## config.mk

```make
export PLATFORM = sky130hd
export DESIGN_NAME = battery_charge_estimator
export DESIGN_NICKNAME = d
export VERILOG_FILES = /design/src/sv/bce_pkg.sv /design/src/sv/bce_div.sv /design/src/sv/bce_ctrl.sv /design/src/sv/bce_datapath.sv /design/src/sv/battery_charge_estimator.sv
export SDC_FILE = /design/constraint.sdc
export NUM_CORES = 2
export LEC_CHECK = 0
export ABC_AREA = 1
export BUFFER_PORTS_ARGS = -buffer_cell sky130_fd_sc_hd__buf_4
export CAP_MARGIN = 20
export CORE_MARGIN = 2
export CORE_UTILIZATION = 65
export CTS_BUF_LIST = sky130_fd_sc_hd__clkbuf_4 sky130_fd_sc_hd__clkbuf_8 sky130_fd_sc_hd__clkbuf_16
export CTS_CLUSTER_SIZE = 12
export DETAILED_ROUTE_END_ITERATION = 12
export PLACE_DENSITY_LB_ADDON = 0.05
export SYNTH_ARGS = -nofsm -noshare
export SYNTH_HDL_FRONTEND = slang
export SYNTH_HIERARCHICAL = 1
export SYNTH_SLANG_ARGS = --single-unit
export TNS_END_PERCENT = 30
```

## constraint.sdc

```tcl
create_clock -name clk_i -period 17.8 [get_ports clk_i]
set_input_delay 1.78 -clock clk_i [delete_from_list [all_inputs] [get_ports clk_i]]
set_output_delay 1.78 -clock clk_i [all_outputs]
set_load 0.01 [all_outputs]
```

## src/sv/bce_pkg.sv

```systemverilog
// Shared types and constants of the battery charge estimator.
// Used by bce_div, bce_ctrl, bce_datapath and battery_charge_estimator.

package bce_pkg;

  localparam int unsigned PERCENT_STEPS_DEF = 100;

  localparam int unsigned MV_W       = 16;
  localparam int unsigned PCT_W      = 8;
  localparam int unsigned IDX_W      = 7;
  localparam int unsigned LIMIT_W    = 7;
  localparam int unsigned OFS_W      = 13;
  localparam int unsigned CFG_IDX_W  = 3;
  localparam int unsigned CFG_DATA_W = 16;
  localparam int unsigned ALARM_W    = 2;

  // smoothing: one new sample plus four history values
  localparam int unsigned HIST_DEPTH = 4;
  localparam int unsigned SMOOTH_DIV = 5;
  localparam int unsigned SUM_W      = MV_W + 3;
  localparam int unsigned DVSR_W     = 8;

  // divide by five as a multiply by ceil(2^21 / 5) and a right shift by 21;
  // exact for every sum below 2^19
  localparam int unsigned      SMOOTH_SHIFT = 21;
  localparam logic [SUM_W-1:0] SMOOTH_RECIP = 19'd419431;

  typedef enum logic {
    OP_SAMPLE   = 1'b0,
    OP_TABLE_WR = 1'b1
  } op_e;

  typedef enum logic [ALARM_W-1:0] {
    ALARM_NONE        = 2'd0,
    ALARM_LOW_CHARGE  = 2'd1,
    ALARM_LOW_VOLTAGE = 2'd2
  } alarm_e;

  typedef enum logic [CFG_IDX_W-1:0] {
    REG_LOW_CHARGE_LIMIT  = 3'd0,
    REG_LOW_VOLTAGE_LIMIT = 3'd1,
    REG_REMAP_ENABLE      = 3'd2,
    REG_REMAP_FROM_MAX    = 3'd3,
    REG_REMAP_FROM_MIN    = 3'd4,
    REG_REMAP_TO_MAX      = 3'd5,
    REG_REMAP_TO_MIN      = 3'd6,
    REG_VOLTAGE_OFFSET    = 3'd7
  } cfg_reg_e;

  localparam logic [LIMIT_W-1:0] LOW_CHARGE_LIMIT_RST  = 7'd4;
  localparam logic [MV_W-1:0]    LOW_VOLTAGE_LIMIT_RST = 16'd3100;
  localparam logic [PCT_W-1:0]   REMAP_FROM_MAX_RST    = 8'd100;
  localparam logic [PCT_W-1:0]   REMAP_FROM_MIN_RST    = 8'd0;
  localparam logic [PCT_W-1:0]   REMAP_TO_MAX_RST      = 8'd100;
  localparam logic [PCT_W-1:0]   REMAP_TO_MIN_RST      = 8'd0;
  localparam logic [OFS_W-1:0]   VOLTAGE_OFFSET_RST    = 13'd0;

  typedef struct packed {
    logic [LIMIT_W-1:0] low_charge_limit;
    logic [MV_W-1:0]    low_voltage_limit_mv;
    logic               remap_enable;
    logic [PCT_W-1:0]   remap_from_max;
    logic [PCT_W-1:0]   remap_from_min;
    logic [PCT_W-1:0]   remap_to_max;
    logic [PCT_W-1:0]   remap_to_min;
    logic [OFS_W-1:0]   voltage_offset_mv;
  } cfg_t;

  // controller to datapath
  typedef struct packed {
    logic tab_wr;
    logic cap;
    logic sum;
    logic smooth_ld;
    logic scan_start;
    logic scan_en;
    logic eval;
    logic mul;
    logic div_go_remap;
    logic remap_ld;
    logic out_ld;
  } dp_cmd_t;

  // datapath to controller
  typedef struct packed {
    logic div_done;
    logic scan_done;
    logic need_div;
  } dp_status_t;

endpackage

```

## src/sv/bce_div.sv

```systemverilog
// Iterative restoring divider, one quotient bit per cycle.
// Depends on bce_pkg for operand widths.

module bce_div (
  input  logic                           clk_i,
  input  logic                           rst_ni,
  input  logic                           start_i,
  input  logic [bce_pkg::SUM_W-1:0]      dividend_i,
  input  logic [bce_pkg::DVSR_W-1:0]     divisor_i,
  output logic                           done_o,
  output logic [bce_pkg::SUM_W-1:0]      quotient_o
);

  localparam int unsigned CNT_W = $clog2(bce_pkg::SUM_W + 1);

  logic                          busy_q;
  logic                          done_q;
  logic [CNT_W-1:0]              cnt_q;
  logic [bce_pkg::SUM_W-1:0]     quo_q;
  logic [bce_pkg::DVSR_W-1:0]    rem_q;
  logic [bce_pkg::DVSR_W-1:0]    dvsr_q;
  logic [bce_pkg::DVSR_W:0]      shift;
  logic [bce_pkg::DVSR_W:0]      diff;
  logic                          fits;

  assign shift = {rem_q, quo_q[bce_pkg::SUM_W-1]};
  assign diff  = shift - {1'b0, dvsr_q};
  assign fits  = shift >= {1'b0, dvsr_q};

  always_ff @(posedge clk_i or negedge rst_ni) begin
    if (!rst_ni) begin
      busy_q <= 1'b0;
      done_q <= 1'b0;
      cnt_q  <= '0;
    end else begin
      done_q <= 1'b0;
      if (start_i) begin
        busy_q <= 1'b1;
        cnt_q  <= CNT_W'(bce_pkg::SUM_W);
      end else if (busy_q) begin
        cnt_q <= cnt_q - 1'b1;
        if (cnt_q == CNT_W'(1)) begin
          busy_q <= 1'b0;
          done_q <= 1'b1;
        end
      end
    end
  end

  always_ff @(posedge clk_i) begin
    if (start_i) begin
      quo_q  <= dividend_i;
      rem_q  <= '0;
      dvsr_q <= divisor_i;
    end else if (busy_q) begin
      // shift in one quotient bit, keep the partial remainder below the divisor
      quo_q <= {quo_q[bce_pkg::SUM_W-2:0], fits};
      rem_q <= fits ? diff[bce_pkg::DVSR_W-1:0] : shift[bce_pkg::DVSR_W-1:0];
    end
  end

  assign done_o     = done_q;
  assign quotient_o = quo_q;

  a_start_busy: assert property (@(posedge clk_i) disable iff (!rst_ni)
    start_i |=> busy_q)
    else $error("divider not busy after start");

  a_done_after_busy: assert property (@(posedge clk_i) disable iff (!rst_ni)
    done_q |-> ($past(busy_q) && !busy_q))
    else $error("divider done without a running division");

endmodule

```

## src/sv/bce_ctrl.sv

```systemverilog
// Sequencing state machine of the battery charge estimator.
// Depends on bce_pkg for the command and status structs.

module bce_ctrl (
  input  logic                 clk_i,
  input  logic                 rst_ni,
  input  logic                 in_valid_i,
  input  logic                 in_op_i,
  output logic                 in_ready_o,
  input  logic                 out_free_i,
  input  bce_pkg::dp_status_t  st_i,
  output bce_pkg::dp_cmd_t     cmd_o
);

  typedef enum logic [8:0] {
    ST_IDLE    = 9'b0_0000_0001,
    ST_SUM     = 9'b0_0000_0010,
    ST_SMOOTH  = 9'b0_0000_0100,
    ST_SCAN    = 9'b0_0000_1000,
    ST_EVAL    = 9'b0_0001_0000,
    ST_RMUL    = 9'b0_0010_0000,
    ST_RDIV_ST = 9'b0_0100_0000,
    ST_RDIV_W  = 9'b0_1000_0000,
    ST_DONE    = 9'b1_0000_0000
  } state_e;

  state_e state_q, state_d;

  assign in_ready_o = (state_q == ST_IDLE);

  always_comb begin
    state_d = state_q;
    cmd_o   = '0;
    unique case (state_q)
      ST_IDLE: begin
        if (in_valid_i) begin
          if (bce_pkg::op_e'(in_op_i) == bce_pkg::OP_TABLE_WR) begin
            cmd_o.tab_wr = 1'b1;
          end else begin
            cmd_o.cap = 1'b1;
            state_d   = ST_SUM;
          end
        end
      end
      ST_SUM: begin
        cmd_o.sum = 1'b1;
        state_d   = ST_SMOOTH;
      end
      ST_SMOOTH: begin
        cmd_o.smooth_ld  = 1'b1;
        cmd_o.scan_start = 1'b1;
        state_d          = ST_SCAN;
      end
      ST_SCAN: begin
        cmd_o.scan_en = 1'b1;
        if (st_i.scan_done) begin
          state_d = ST_EVAL;
        end
      end
      ST_EVAL: begin
        cmd_o.eval = 1'b1;
        state_d    = st_i.need_div ? ST_RMUL : ST_DONE;
      end
      ST_RMUL: begin
        cmd_o.mul = 1'b1;
        state_d   = ST_RDIV_ST;
      end
      ST_RDIV_ST: begin
        cmd_o.div_go_remap = 1'b1;
        state_d            = ST_RDIV_W;
      end
      ST_RDIV_W: begin
        if (st_i.div_done) begin
          cmd_o.remap_ld = 1'b1;
          state_d        = ST_DONE;
        end
      end
      ST_DONE: begin
        // hold the result until the output register is free
        if (out_free_i) begin
          cmd_o.out_ld = 1'b1;
          state_d      = ST_IDLE;
        end
      end
      default: begin
        state_d = ST_IDLE;
      end
    endcase
  end

  always_ff @(posedge clk_i or negedge rst_ni) begin
    if (!rst_ni) begin
      state_q <= ST_IDLE;
    end else begin
      state_q <= state_d;
    end
  end

  a_tab_wr_stays_idle: assert property (@(posedge clk_i) disable iff (!rst_ni)
    cmd_o.tab_wr |=> (state_q == ST_IDLE))
    else $error("table write left the idle state");

  a_out_ld_free: assert property (@(posedge clk_i) disable iff (!rst_ni)
    cmd_o.out_ld |-> out_free_i)
    else $error("result loaded over an untaken result");

endmodule

```

## src/sv/bce_datapath.sv

```systemverilog
// Datapath: sample history, threshold memory, table scan, alarm, remap, offset.
// Depends on bce_pkg and instantiates bce_div.

module bce_datapath #(
  parameter int unsigned PERCENT_STEPS = bce_pkg::PERCENT_STEPS_DEF
) (
  input  logic                          clk_i,
  input  logic                          rst_ni,
  input  bce_pkg::dp_cmd_t              cmd_i,
  output bce_pkg::dp_status_t           st_o,
  input  bce_pkg::cfg_t                 cfg_i,
  input  logic [bce_pkg::IDX_W-1:0]     idx_i,
  input  logic [bce_pkg::MV_W-1:0]      mv_i,
  output logic                          res_valid_o,
  output logic [bce_pkg::PCT_W-1:0]     res_pct_o,
  output logic [bce_pkg::ALARM_W-1:0]   res_alarm_o,
  output logic [bce_pkg::MV_W-1:0]      res_mv_o
);

  localparam int unsigned DEPTH = PERCENT_STEPS + 1;
  localparam int unsigned AW    = $clog2(DEPTH);
  localparam logic [AW-1:0] LAST_ADDR = AW'(PERCENT_STEPS);
  localparam logic [bce_pkg::PCT_W-1:0] TOP_PCT = bce_pkg::PCT_W'(PERCENT_STEPS);
  localparam int unsigned MV_W  = bce_pkg::MV_W;
  localparam int unsigned PCT_W = bce_pkg::PCT_W;
  localparam int unsigned PROD_W = 2 * bce_pkg::SUM_W;

  // ---------------------------------------------------------------- history
  logic [MV_W-1:0]           mv_q;
  logic [MV_W-1:0]           hist_q [bce_pkg::HIST_DEPTH];
  logic                      primed_q;
  logic [bce_pkg::SUM_W-1:0] sum_c;
  logic [bce_pkg::SUM_W-1:0] sum_q;
  logic [PROD_W-1:0]         smooth_prod;
  logic [MV_W-1:0]           smooth_c;
  logic [MV_W-1:0]           smooth_q;

  logic                      div_start;
  logic [bce_pkg::SUM_W-1:0] div_dividend;
  logic [bce_pkg::DVSR_W-1:0] div_divisor;
  logic                      div_done;
  logic [bce_pkg::SUM_W-1:0] div_quo;

  always_comb begin
    sum_c = bce_pkg::SUM_W'(mv_q);
    for (int k = 0; k < bce_pkg::HIST_DEPTH; k++) begin
      sum_c = sum_c + bce_pkg::SUM_W'(hist_q[k]);
    end
  end

  // divide the sum by five: multiply by the scaled reciprocal, keep the integer part
  assign smooth_prod = PROD_W'(sum_q) * PROD_W'(bce_pkg::SMOOTH_RECIP);
  assign smooth_c    = smooth_prod[bce_pkg::SMOOTH_SHIFT +: MV_W];

  always_ff @(posedge clk_i or negedge rst_ni) begin
    if (!rst_ni) begin
      primed_q <= 1'b0;
    end else if (cmd_i.cap) begin
      primed_q <= 1'b1;
    end
  end

  always_ff @(posedge clk_i) begin
    if (cmd_i.cap) begin
      mv_q <= mv_i;
      // the first sample fills the whole history
      if (!primed_q) begin
        for (int k = 0; k < bce_pkg::HIST_DEPTH; k++) begin
          hist_q[k] <= mv_i;
        end
      end
    end else if (cmd_i.smooth_ld) begin
      for (int k = 0; k < bce_pkg::HIST_DEPTH - 1; k++) begin
        hist_q[k] <= hist_q[k+1];
      end
      hist_q[bce_pkg::HIST_DEPTH-1] <= smooth_c;
    end
  end

  always_ff @(posedge clk_i) begin
    if (cmd_i.sum) begin
      sum_q <= sum_c;
    end
    if (cmd_i.smooth_ld) begin
      smooth_q <= smooth_c;
    end
  end

  // ---------------------------------------------------------- remap divider
  logic [PCT_W-1:0] span_in;
  logic [PCT_W-1:0] prod_a;
  logic [PCT_W-1:0] prod_b;
  logic [2*PCT_W-1:0] prod_q;
  logic             neg_q;
  logic             span_neg;

  assign span_in      = cfg_i.remap_from_max - cfg_i.remap_from_min;
  assign div_start    = cmd_i.div_go_remap;
  assign div_dividend = bce_pkg::SUM_W'(prod_q);
  assign div_divisor  = span_in;

  bce_div u_div (
    .clk_i      (clk_i),
    .rst_ni     (rst_ni),
    .start_i    (div_start),
    .dividend_i (div_dividend),
    .divisor_i  (div_divisor),
    .done_o     (div_done),
    .quotient_o (div_quo)
  );

  // -------------------------------------------------------- threshold memory
  logic [MV_W-1:0] thr_mem_q [DEPTH];
  logic [MV_W-1:0] rdata_q;
  logic [AW-1:0]   rd_addr_q;
  logic [AW-1:0]   rd_idx_q;
  logic            issue_done_q;
  logic            rd_pend_q;
  logic            issue;
  logic            tab_in_range;
  logic [AW-1:0]   wr_addr;

  assign tab_in_range = ({1'b0, idx_i} <= TOP_PCT);
  assign wr_addr      = AW'(idx_i);
  assign issue        = cmd_i.scan_en & ~issue_done_q;

  always_ff @(posedge clk_i) begin
    if (cmd_i.tab_wr && tab_in_range) begin
      thr_mem_q[wr_addr] <= mv_i;
    end
    if (issue) begin
      rdata_q  <= thr_mem_q[rd_addr_q];
      rd_idx_q <= rd_addr_q;
    end
  end

  // ------------------------------------------------------------- table scan
  logic          ge;
  logic          lt0_q;
  logic          ge_top_q;
  logic          found_q;
  logic          prev_ge_q;
  logic [AW-1:0] found_idx_q;

  assign ge = (smooth_q >= rdata_q);

  always_ff @(posedge clk_i or negedge rst_ni) begin
    if (!rst_ni) begin
      rd_addr_q    <= '0;
      issue_done_q <= 1'b0;
      rd_pend_q    <= 1'b0;
      lt0_q        <= 1'b0;
      ge_top_q     <= 1'b0;
      found_q      <= 1'b0;
      prev_ge_q    <= 1'b0;
      found_idx_q  <= '0;
    end else if (cmd_i.scan_start) begin
      rd_addr_q    <= '0;
      issue_done_q <= 1'b0;
      rd_pend_q    <= 1'b0;
      lt0_q        <= 1'b0;
      ge_top_q     <= 1'b0;
      found_q      <= 1'b0;
      prev_ge_q    <= 1'b0;
    end else begin
      rd_pend_q <= issue;
      if (issue) begin
        if (rd_addr_q == LAST_ADDR) begin
          issue_done_q <= 1'b1;
        end else begin
          rd_addr_q <= rd_addr_q + 1'b1;
        end
      end
      if (rd_pend_q) begin
        prev_ge_q <= ge;
        if (rd_idx_q == '0) begin
          lt0_q <= ~ge;
        end else if (prev_ge_q && !ge && !found_q) begin
          // first bracket entry[i] <= value < entry[i+1]
          found_q     <= 1'b1;
          found_idx_q <= rd_idx_q - 1'b1;
        end
        if (rd_idx_q == LAST_ADDR) begin
          ge_top_q <= ge;
        end
      end
    end
  end

  // ---------------------------------------------------- percent and remap
  logic                        base_valid;
  logic [PCT_W-1:0]            base_pct;
  bce_pkg::alarm_e             alarm_c;
  logic                        below;
  logic                        above;
  logic                        flat;
  logic [PCT_W-1:0]            direct_pct;
  logic                        need_div;
  logic signed [MV_W+1:0]      rep_s;
  logic [MV_W-1:0]             rep_c;

  logic                        res_valid_q;
  logic [PCT_W-1:0]            res_pct_q;
  bce_pkg::alarm_e             res_alarm_q;
  logic [MV_W-1:0]             rep_q;

  assign base_valid = lt0_q | ge_top_q | found_q;

  always_comb begin
    priority if (lt0_q) begin
      base_pct = '0;
    end else if (ge_top_q) begin
      base_pct = TOP_PCT;
    end else if (found_q) begin
      base_pct = PCT_W'(found_idx_q);
    end else begin
      base_pct = '0;
    end
  end

  always_comb begin
    priority if (!base_valid) begin
      alarm_c = bce_pkg::ALARM_NONE;
    end else if (base_pct <= {1'b0, cfg_i.low_charge_limit}) begin
      alarm_c = bce_pkg::ALARM_LOW_CHARGE;
    end else if (mv_q <= cfg_i.low_voltage_limit_mv) begin
      alarm_c = bce_pkg::ALARM_LOW_VOLTAGE;
    end else begin
      alarm_c = bce_pkg::ALARM_NONE;
    end
  end

  assign below      = base_pct < cfg_i.remap_from_min;
  assign above      = base_pct > cfg_i.remap_from_max;
  assign flat       = cfg_i.remap_from_max == cfg_i.remap_from_min;
  // with swapped bounds a percent can be both below and above: below wins
  assign direct_pct = (above & ~below) ? cfg_i.remap_to_max : cfg_i.remap_to_min;
  assign need_div   = cfg_i.remap_enable & base_valid & ~below & ~above & ~flat;

  // raw sample plus signed offset, clamped to the millivolt range
  assign rep_s = $signed({2'b00, mv_q}) + (MV_W+2)'($signed(cfg_i.voltage_offset_mv));

  always_comb begin
    priority if (rep_s[MV_W+1]) begin
      rep_c = '0;
    end else if (rep_s[MV_W]) begin
      rep_c = '1;
    end else begin
      rep_c = rep_s[MV_W-1:0];
    end
  end

  assign span_neg = cfg_i.remap_to_max < cfg_i.remap_to_min;
  assign prod_a   = res_pct_q - cfg_i.remap_from_min;
  assign prod_b   = span_neg ? (cfg_i.remap_to_min - cfg_i.remap_to_max)
                             : (cfg_i.remap_to_max - cfg_i.remap_to_min);

  always_ff @(posedge clk_i) begin
    if (cmd_i.mul) begin
      prod_q <= prod_a * prod_b;
      neg_q  <= span_neg;
    end
    if (cmd_i.eval) begin
      rep_q <= rep_c;
    end
  end

  always_ff @(posedge clk_i or negedge rst_ni) begin
    if (!rst_ni) begin
      res_valid_q <= 1'b0;
      res_pct_q   <= '0;
      res_alarm_q <= bce_pkg::ALARM_NONE;
    end else if (cmd_i.eval) begin
      res_valid_q <= base_valid;
      res_alarm_q <= alarm_c;
      // keep the plain percent when a division still has to follow
      if (cfg_i.remap_enable && base_valid && !need_div) begin
        res_pct_q <= direct_pct;
      end else begin
        res_pct_q <= base_pct;
      end
    end else if (cmd_i.remap_ld) begin
      // quotient magnitude truncates toward zero, sign follows the target span
      res_pct_q <= neg_q ? (cfg_i.remap_to_min - div_quo[PCT_W-1:0])
                         : (cfg_i.remap_to_min + div_quo[PCT_W-1:0]);
    end
  end

  assign st_o.div_done  = div_done;
  assign st_o.scan_done = rd_pend_q & (rd_idx_q == LAST_ADDR);
  assign st_o.need_div  = need_div;

  assign res_valid_o = res_valid_q;
  assign res_pct_o   = res_pct_q;
  assign res_alarm_o = res_alarm_q;
  assign res_mv_o    = rep_q;

  a_invalid_is_zero: assert property (@(posedge clk_i) disable iff (!rst_ni)
    !res_valid_q |-> (res_pct_q == '0 && res_alarm_q == bce_pkg::ALARM_NONE))
    else $error("failed search left a nonzero percent or alarm");

  a_scan_done_in_scan: assert property (@(posedge clk_i) disable iff (!rst_ni)
    st_o.scan_done |-> $past(cmd_i.scan_en))
    else $error("scan finished without a running scan");

endmodule

```

## src/sv/battery_charge_estimator.sv

```systemverilog
// Battery charge estimator: millivolt samples to charge percent with alarm.
// Input and output use valid/ready. An item with operation 1 writes one threshold
// entry, if its index is at most PERCENT_STEPS, in its accept cycle and gives no
// result; operation 0 is a voltage sample and gives exactly one result.
// A sample is summed with four stored smoothed values and divided by five with a
// reciprocal multiply, then the threshold memory is walked one entry per cycle
// through its registered read port. The percent remap, when it needs a division,
// adds a multiply state, a divider start state and a pass of the bit-serial
// divider. One sample is in work at a time; in_ready_o is high only while no
// sample is in work.
// The result sits in an output register; a new input is taken while it waits,
// and a finished sample holds in the datapath while the receiver stalls.
// Reset clears control state and loads the register defaults; the threshold
// memory is not cleared and must be written before samples are sent.
// The user writes configuration registers through cfg_we_i in idle cycles only;
// this is not enforced. Depends on bce_pkg, bce_ctrl, bce_datapath and bce_div.

module battery_charge_estimator #(
  parameter int unsigned PERCENT_STEPS = bce_pkg::PERCENT_STEPS_DEF
) (
  input  logic                              clk_i,
  input  logic                              rst_ni,

  input  logic                              in_valid_i,
  output logic                              in_ready_o,
  input  logic                              operation_i,
  input  logic [bce_pkg::IDX_W-1:0]         table_index_i,
  input  logic [bce_pkg::MV_W-1:0]          millivolts_i,

  output logic                              out_valid_o,
  input  logic                              out_ready_i,
  output logic                              valid_res_o,
  output logic [bce_pkg::PCT_W-1:0]         percent_o,
  output logic [bce_pkg::ALARM_W-1:0]       alarm_o,
  output logic [bce_pkg::MV_W-1:0]          reported_mv_o,

  input  logic                              cfg_we_i,
  input  logic [bce_pkg::CFG_IDX_W-1:0]     cfg_index_i,
  input  logic [bce_pkg::CFG_DATA_W-1:0]    cfg_wdata_i
);

  bce_pkg::cfg_t       cfg_q;
  bce_pkg::dp_cmd_t    cmd;
  bce_pkg::dp_status_t st;

  logic                            out_valid_q;
  logic                            out_free;
  logic                            dp_valid;
  logic [bce_pkg::PCT_W-1:0]       dp_pct;
  logic [bce_pkg::ALARM_W-1:0]     dp_alarm;
  logic [bce_pkg::MV_W-1:0]        dp_mv;
  logic                            valid_res_q;
  logic [bce_pkg::PCT_W-1:0]       percent_q;
  logic [bce_pkg::ALARM_W-1:0]     alarm_q;
  logic [bce_pkg::MV_W-1:0]        reported_mv_q;

  // configuration registers
  always_ff @(posedge clk_i or negedge rst_ni) begin
    if (!rst_ni) begin
      cfg_q.low_charge_limit     <= bce_pkg::LOW_CHARGE_LIMIT_RST;
      cfg_q.low_voltage_limit_mv <= bce_pkg::LOW_VOLTAGE_LIMIT_RST;
      cfg_q.remap_enable         <= 1'b0;
      cfg_q.remap_from_max       <= bce_pkg::REMAP_FROM_MAX_RST;
      cfg_q.remap_from_min       <= bce_pkg::REMAP_FROM_MIN_RST;
      cfg_q.remap_to_max         <= bce_pkg::REMAP_TO_MAX_RST;
      cfg_q.remap_to_min         <= bce_pkg::REMAP_TO_MIN_RST;
      cfg_q.voltage_offset_mv    <= bce_pkg::VOLTAGE_OFFSET_RST;
    end else if (cfg_we_i) begin
      unique case (bce_pkg::cfg_reg_e'(cfg_index_i))
        bce_pkg::REG_LOW_CHARGE_LIMIT:
          cfg_q.low_charge_limit <= cfg_wdata_i[bce_pkg::LIMIT_W-1:0];
        bce_pkg::REG_LOW_VOLTAGE_LIMIT:
          cfg_q.low_voltage_limit_mv <= cfg_wdata_i[bce_pkg::MV_W-1:0];
        bce_pkg::REG_REMAP_ENABLE:
          cfg_q.remap_enable <= cfg_wdata_i[0];
        bce_pkg::REG_REMAP_FROM_MAX:
          cfg_q.remap_from_max <= cfg_wdata_i[bce_pkg::PCT_W-1:0];
        bce_pkg::REG_REMAP_FROM_MIN:
          cfg_q.remap_from_min <= cfg_wdata_i[bce_pkg::PCT_W-1:0];
        bce_pkg::REG_REMAP_TO_MAX:
          cfg_q.remap_to_max <= cfg_wdata_i[bce_pkg::PCT_W-1:0];
        bce_pkg::REG_REMAP_TO_MIN:
          cfg_q.remap_to_min <= cfg_wdata_i[bce_pkg::PCT_W-1:0];
        bce_pkg::REG_VOLTAGE_OFFSET:
          cfg_q.voltage_offset_mv <= cfg_wdata_i[bce_pkg::OFS_W-1:0];
      endcase
    end
  end

  assign out_free = ~out_valid_q | out_ready_i;

  bce_ctrl u_ctrl (
    .clk_i      (clk_i),
    .rst_ni     (rst_ni),
    .in_valid_i (in_valid_i),
    .in_op_i    (operation_i),
    .in_ready_o (in_ready_o),
    .out_free_i (out_free),
    .st_i       (st),
    .cmd_o      (cmd)
  );

  bce_datapath #(
    .PERCENT_STEPS (PERCENT_STEPS)
  ) u_datapath (
    .clk_i       (clk_i),
    .rst_ni      (rst_ni),
    .cmd_i       (cmd),
    .st_o        (st),
    .cfg_i       (cfg_q),
    .idx_i       (table_index_i),
    .mv_i        (millivolts_i),
    .res_valid_o (dp_valid),
    .res_pct_o   (dp_pct),
    .res_alarm_o (dp_alarm),
    .res_mv_o    (dp_mv)
  );

  // output register: set on load, drop after the transfer
  always_ff @(posedge clk_i or negedge rst_ni) begin
    if (!rst_ni) begin
      out_valid_q <= 1'b0;
    end else if (cmd.out_ld) begin
      out_valid_q <= 1'b1;
    end else if (out_ready_i) begin
      out_valid_q <= 1'b0;
    end
  end

  always_ff @(posedge clk_i) begin
    if (cmd.out_ld) begin
      valid_res_q   <= dp_valid;
      percent_q     <= dp_pct;
      alarm_q       <= dp_alarm;
      reported_mv_q <= dp_mv;
    end
  end

  assign out_valid_o   = out_valid_q;
  assign valid_res_o   = valid_res_q;
  assign percent_o     = percent_q;
  assign alarm_o       = alarm_q;
  assign reported_mv_o = reported_mv_q;

endmodule
```

# ---- Word level (Yosys, flattened, before mapping)
# Memories as Yosys holds them, arrays and structs flattened. A register that Yosys moved wholly into a read port is not among the register bits.
# Cells that the tools add are included.
dict set report op_classes {
  n_addsub 15
  multipliers 2
  n_lt_le_gt_ge 8
  n_eq_ne 27
  n_mux 78
  bitwise_logic 22
  reduce_logical 34
}
# operator n
set ops {}
lappend ops {{two-way mux 16 bit} 7}
lappend ops {{case mux 9 bit (9 select lines)} 1}
lappend ops {{two-way mux 8 bit} 9}
lappend ops {{adder 19 x 16 -> 19 bit} 3}
lappend ops {{two-way mux 9 bit} 6}
lappend ops {{subtractor 8 bit} 6}
lappend ops {{two-way mux 1 bit} 43}
lappend ops {{multiplier 19 x 19 -> 37 bit, second input constant} 1}
lappend ops {{two-way mux 7 bit} 4}
lappend ops {{AND reduction 2 bit} 12}
lappend ops {{adder 17 x 13 -> 18 bit} 1}
lappend ops {{nonzero test 2 bit} 9}
lappend ops {{adder 16 x 16 -> 17 bit} 1}
lappend ops {{>= comparator 16 bit} 1}
lappend ops {{less-or-equal comparator 16 bit} 1}
lappend ops {{less-than comparator 8 bit} 2}
lappend ops {{multiplier 8 x 8 -> 16 bit} 1}
lappend ops {{== test 7 bit, second input constant} 2}
lappend ops {{== test 3 bit, second input constant} 4}
lappend ops {{two-way mux 2 bit} 6}
lappend ops {{inequality test 2 bit, second input constant} 6}
lappend ops {{two-way mux 5 bit} 2}
lappend ops {{== test 9 x 1 -> 1 bit, second input constant} 1}
lappend ops {{== test 9 x 2 -> 1 bit, second input constant} 1}
lappend ops {{other kinds (30)} 56}
dict set report totals {
  ff_bits 271
  ramBits 1680
  wordCells 228
  n_memories 2
}
# name depth width read_ports rd_clocked_by_memory_dff write_ports line_no
set mem_list {}
lappend mem_list {u_datapath.thr_mem_q 101 16 1 1 1 bce_datapath.sv:113} ;# logic [MV_W-1:0] thr_mem_q [DEPTH];
lappend mem_list {u_datapath.hist_q 4 16 4 0 4 bce_datapath.sv:30} ;# logic [MV_W-1:0] hist_q [bce_pkg::HIST_DEPTH];

# ---- Logic depth before layout (Yosys ltp)
dict set report depth {
  ltp_word 12
  mapped_depth 31
}

# ---- By module
# The synthesis kept the hierarchy.
# module instances cells_per_inst area_each_um2
set modules_own_cells {}
lappend modules_own_cells {bce_datapath 1 7346 85956.2}
lappend modules_own_cells {battery_charge_estimator 1 344 3638.5}
lappend modules_own_cells {bce_div 1 256 2194.6}
lappend modules_own_cells {bce_ctrl 1 100 671.9}

# ---- Least setup slack after synthesis
# OpenSTA, ideal clock, no wires.
dict set report synth_timing {
  kind {input -> register}
  startpoint {in operation_i}
  endpoint {mem u_datapath.hist_q[0][0] (enable)}
  setup_ns 0.575
  arrival_time_ns 7.345
  required_ns 17.225
  path_slack_ns 9.881
  path_stages 5
  cell_sequence {inv_1 nand2_1 nor2_1 inv_1 o21ai_0}
}
# element line_no
set synth_lines {}
lappend synth_lines {{start: declaration} battery_charge_estimator.sv:26} ;# input logic operation_i,
lappend synth_lines {{end: declaration} bce_datapath.sv:30}

# ---- Final worst setup path
dict set report layout_timing {
  startpoint {reg cfg_q[14] (netlist bit)}
  endpoint {reg u_datapath.prod_q[14] (data pin)}
}
dict set report layout_between {
  elab_chain_len 3
  elab_cells_between_ends 5
}
# element line_no
set layout_rtl {}
lappend layout_rtl {{start: declaration} battery_charge_estimator.sv:42} ;# bce_pkg::cfg_t cfg_q;
lappend layout_rtl {{subtractor 8 bit, or another cell as far along} bce_datapath.sv:256} ;# : (cfg_i.remap_to_max - cfg_i.remap_to_min);
lappend layout_rtl {{two-way mux 8 bit *} bce_datapath.sv:255} ;# assign prod_b = span_neg ? (cfg_i.remap_to_min - cfg_i.remap_to_max)
lappend layout_rtl {{multiplier 8 x 8 -> 16 bit *} bce_datapath.sv:260} ;# prod_q <= prod_a * prod_b;
lappend layout_rtl {{end signal: assignment} bce_datapath.sv:260}
lappend layout_rtl {{end: declaration} bce_datapath.sv:93} ;# logic [2*PCT_W-1:0] prod_q;
# Mark *: on every way between the ends. The rest lies on a longest branch, timed or not.
# A chain may end at the register's enable or synchronous reset.

==> out/qor.yml <==
synthesis:
  synth_edf_count: 1841
  synth_seq_area_share_pct: 63.2
  synth_cell_types: 67
  synthXorXnorAreaFrac_pct: 1.06
  synth-simple-area-share_pct: 11.7
  synth_mux_area_share_pct: 0.0149
  ys_dominant_reg_cell: "edfxtp_1"
  yosys_warnings: 6
  synth_top_family_by_area: "simple AND/OR/NAND/NOR gates"
  avgSynthCellArea_um2: 11.5
  synthAdderAreaFrac_pct: 9.20
  synthCells: 8046
  ys_ff_latch: 1967
  ys_async_sr_fraction_pct: 6.00
  synth.cell_area_um2: 92500
  synth_compound_area_share_pct: 10.0
route:
  dr.pass1.iters: 6
  drc_errors: 0
  routedWlPerCell_um: 23.6
  wl_mm: 239
  final_antenna_net_count: 0
  avgViaCountPerCell: 6.16
  drtIter0Drc: 7217
  vias: 62500
setup_path:
  critical-path-max-stage-delay_ps: 550
  rr_startpoint: "cfg_q[14]"
  regToRegSetupSlack_ps: 11400
  crit_path_end: "u_datapath/prod_q[14]"
  cp-end-kind: "flip-flop"
  worstPathRequired_ps: 18350
  start_kind: "flip-flop"
  cp_top_family: "adder cells"
  critPathMaxFanout: 9
  worstSetupPathType: "reg -> reg"
  worstPathArrival_ps: 6950
  startpoint: "cfg_q[14]"
  slowest_stage: "fa_1"
  worstSetupPathDepth: 27
  path_buf_inv: 6
  reg2reg_depth: 27
  r2r-end: "u_datapath/prod_q[14]"
floorplan:
  io-pin-count: 77
  design.die.area_um2: 145000
  rows: 138
  start_util_pct: 65.4
  fp.dieW_um: 381
  core_um2: 141000
  die_h_um: 381
timing:
  slew_violations: 0
  min_period_ps: 6400
  tightest_slew_ps: 1120
  report.final.hold_viol_count: 0
  relSlewSlack_pct: 25.3
  final.period_utilization_pct: 35.9
  finalSetupViolations: 0
  tns_ps: 0
  rsz0062_at_grt: "false"
  clock_skew_ps: 59.1
  fmax_ghz: 0.156
layout:
  final_common_cell: "edfxtp_1"
  area_growth_pct: 9.40
  layout_common_cells: "1,841 x edfxtp_1, 1,183 x nor2_1, 1,111 x nand2_1"
  final_util_pct: 71.5
  fillCellCount: 9807
  fin_nets: 8721
  drive_above_1_share_pct: 7.97
min_path:
  hold_start: "u_datapath/res_mv_o[8]"
  hold_depth: 0
  holdCritPathClass: "reg -> reg"
placement:
  port_buffers: 76
  dp_hpwl_mm: 149
  gp_congestion: 0.921
clock_network:
  post-cts-setup-buffer-count: 0
  numCtsBuffers: 198
  ctsLongestPathBuffers: 3
  cts_num_sinks: 1967
  postCtsHoldBufs: 0
  cts_tree: "built"
  htreeDepth: 4
  cts_root_buffer: "clkbuf_16"
  cts-resized-gates: 0
  clk_latency_ps: 840
  clkTransAtPathRegs_ps: 60
grt:
  grt_overflow: 0
  grt_max_degree: 188
  grt_util_all_layers_pct: 32.8
  grt_pass1_vias: 60100
  antenna_found_initial: 11
  grt_first_pass_wirelength_mm: 361
run:
  max_cap_viol_count: 0
status:
  status: "complete, no violations"
==> registers in the layout, indices dropped and copies added, names as in the netlist, 5 cells and up <==
register / count
u_datapath/hist_q: 64
u_datapath/rd_addr_q: 7
u_datapath/res_mv_o: 16
u_datapath/prod_q: 16
u_datapath/rd_idx_q: 7
u_datapath/rdata_q: 16
u_datapath/smooth_q: 16
cfg_q: 69
u_datapath/sum_q: 19
u_datapath/thr_mem_q: 1616
u_datapath/u_div/quotient_o: 19
u_datapath/u_div/cnt_q: 5
u_datapath/found_idx_q: 7
u_ctrl/state_q: 9
reported_mv_o: 16
u_datapath/u_div/dvsr_q: 8
u_datapath/u_div/rem_q: 8
percent_o: 8
u_datapath/res_pct_o: 8
u_datapath/mv_q: 16
==> synthesized netlist by cell type, types with 25 or more instances <==
cell      count  area (µm²)
edfxtp_1   1841       55300
nor2_1     1187        4460
nand2_1    1111        4170
o21ai_0     869        4350
inv_1       660        2480
o22ai_1     370        2310
ha_1        344        4300
a21oi_1     261        1310
fa_1        210        4200
nand3_1     181         906
clkbuf_1    161         604
buf_2       151         756
dfrtp_1     105        2630
nand4_1      75         469
o21ai_1      73         365
xor2_1       71         622
buf_4        37         278
xnor2_1      35         307
nor3_1       25         125
==> layer usage <==
| metal | global-route usage (%) | wire length (µm) |
|---|---|---|
| met5 | 0 | 51 |
| met4 | 13.0 | 9590 |
| met3 | 5.46 | 22800 |
| met2 | 52.6 | 114000 |
| met1 | 45.2 | 92900 |
==> cell families (layout without fill, tap and decap cells) <==
logic type,after synthesis,count (layout)
buf+inv,1050,1241
xor+xnor,108,108
simple gates,2675,2675
fa+ha+maj,554,554
compound gates,1690,1690
other cells,1,5
flops,1967,1967
mux,1,1
==> worst register-to-register path, delay by kind of cell, from the launching register on <==
| family | cells | cell delay [ps] |
|---|---|---|
| fa+ha+maj | 6 | 2770 |
| flops | 1 | 530 |
| compound gates | 7 | 1330 |
| buf+inv | 6 | 490 |
| simple gates | 7 | 960 |
| xor+xnor | 1 | 80 |
==> worst min-delay path by stage <==
stage                              endpoint  slack (ps)
after floorplan            reported_mv_o[0]         400
after global placement     reported_mv_o[0]         400
after detailed placement  reported_mv_o[14]         410
after CTS                  reported_mv_o[8]         420
after global routing       reported_mv_o[8]         430
final                      reported_mv_o[8]         420
==> through the flow <==
step / area, µm² / instances / hold slack [ps] / setup slack, ps
final: 101000 / 10100 / 416 / 11400
after CTS: 101000 / 10100 / 418 / 11370
after global placement: 94900 / 9807 / 401 / 11450
after global routing: 101000 / 10100 / 426 / 10940
after detailed placement: 94900 / 9807 / 407 / 11390
after floorplan: 92500 / 8048 / 400 / 9880
==> final cells by class <==
type	count	area [µm²]	share of cell area, %
Sequential cell	1967	58400	57.8
Multi-Input combinational cell	5031	29700	29.4
Clock buffer	263	5510	5.45
Inverter	674	2570	2.54
Tap cell	1890	2360	2.34
Timing Repair Buffer	247	1920	1.90
Clock inverter	57	647	0.639
Antenna cell	2	5.00	0.00495
Power is left out: the tool's default activity adds up to more than one toggle a clock period on the data nets, which glitch-free logic cannot reach.
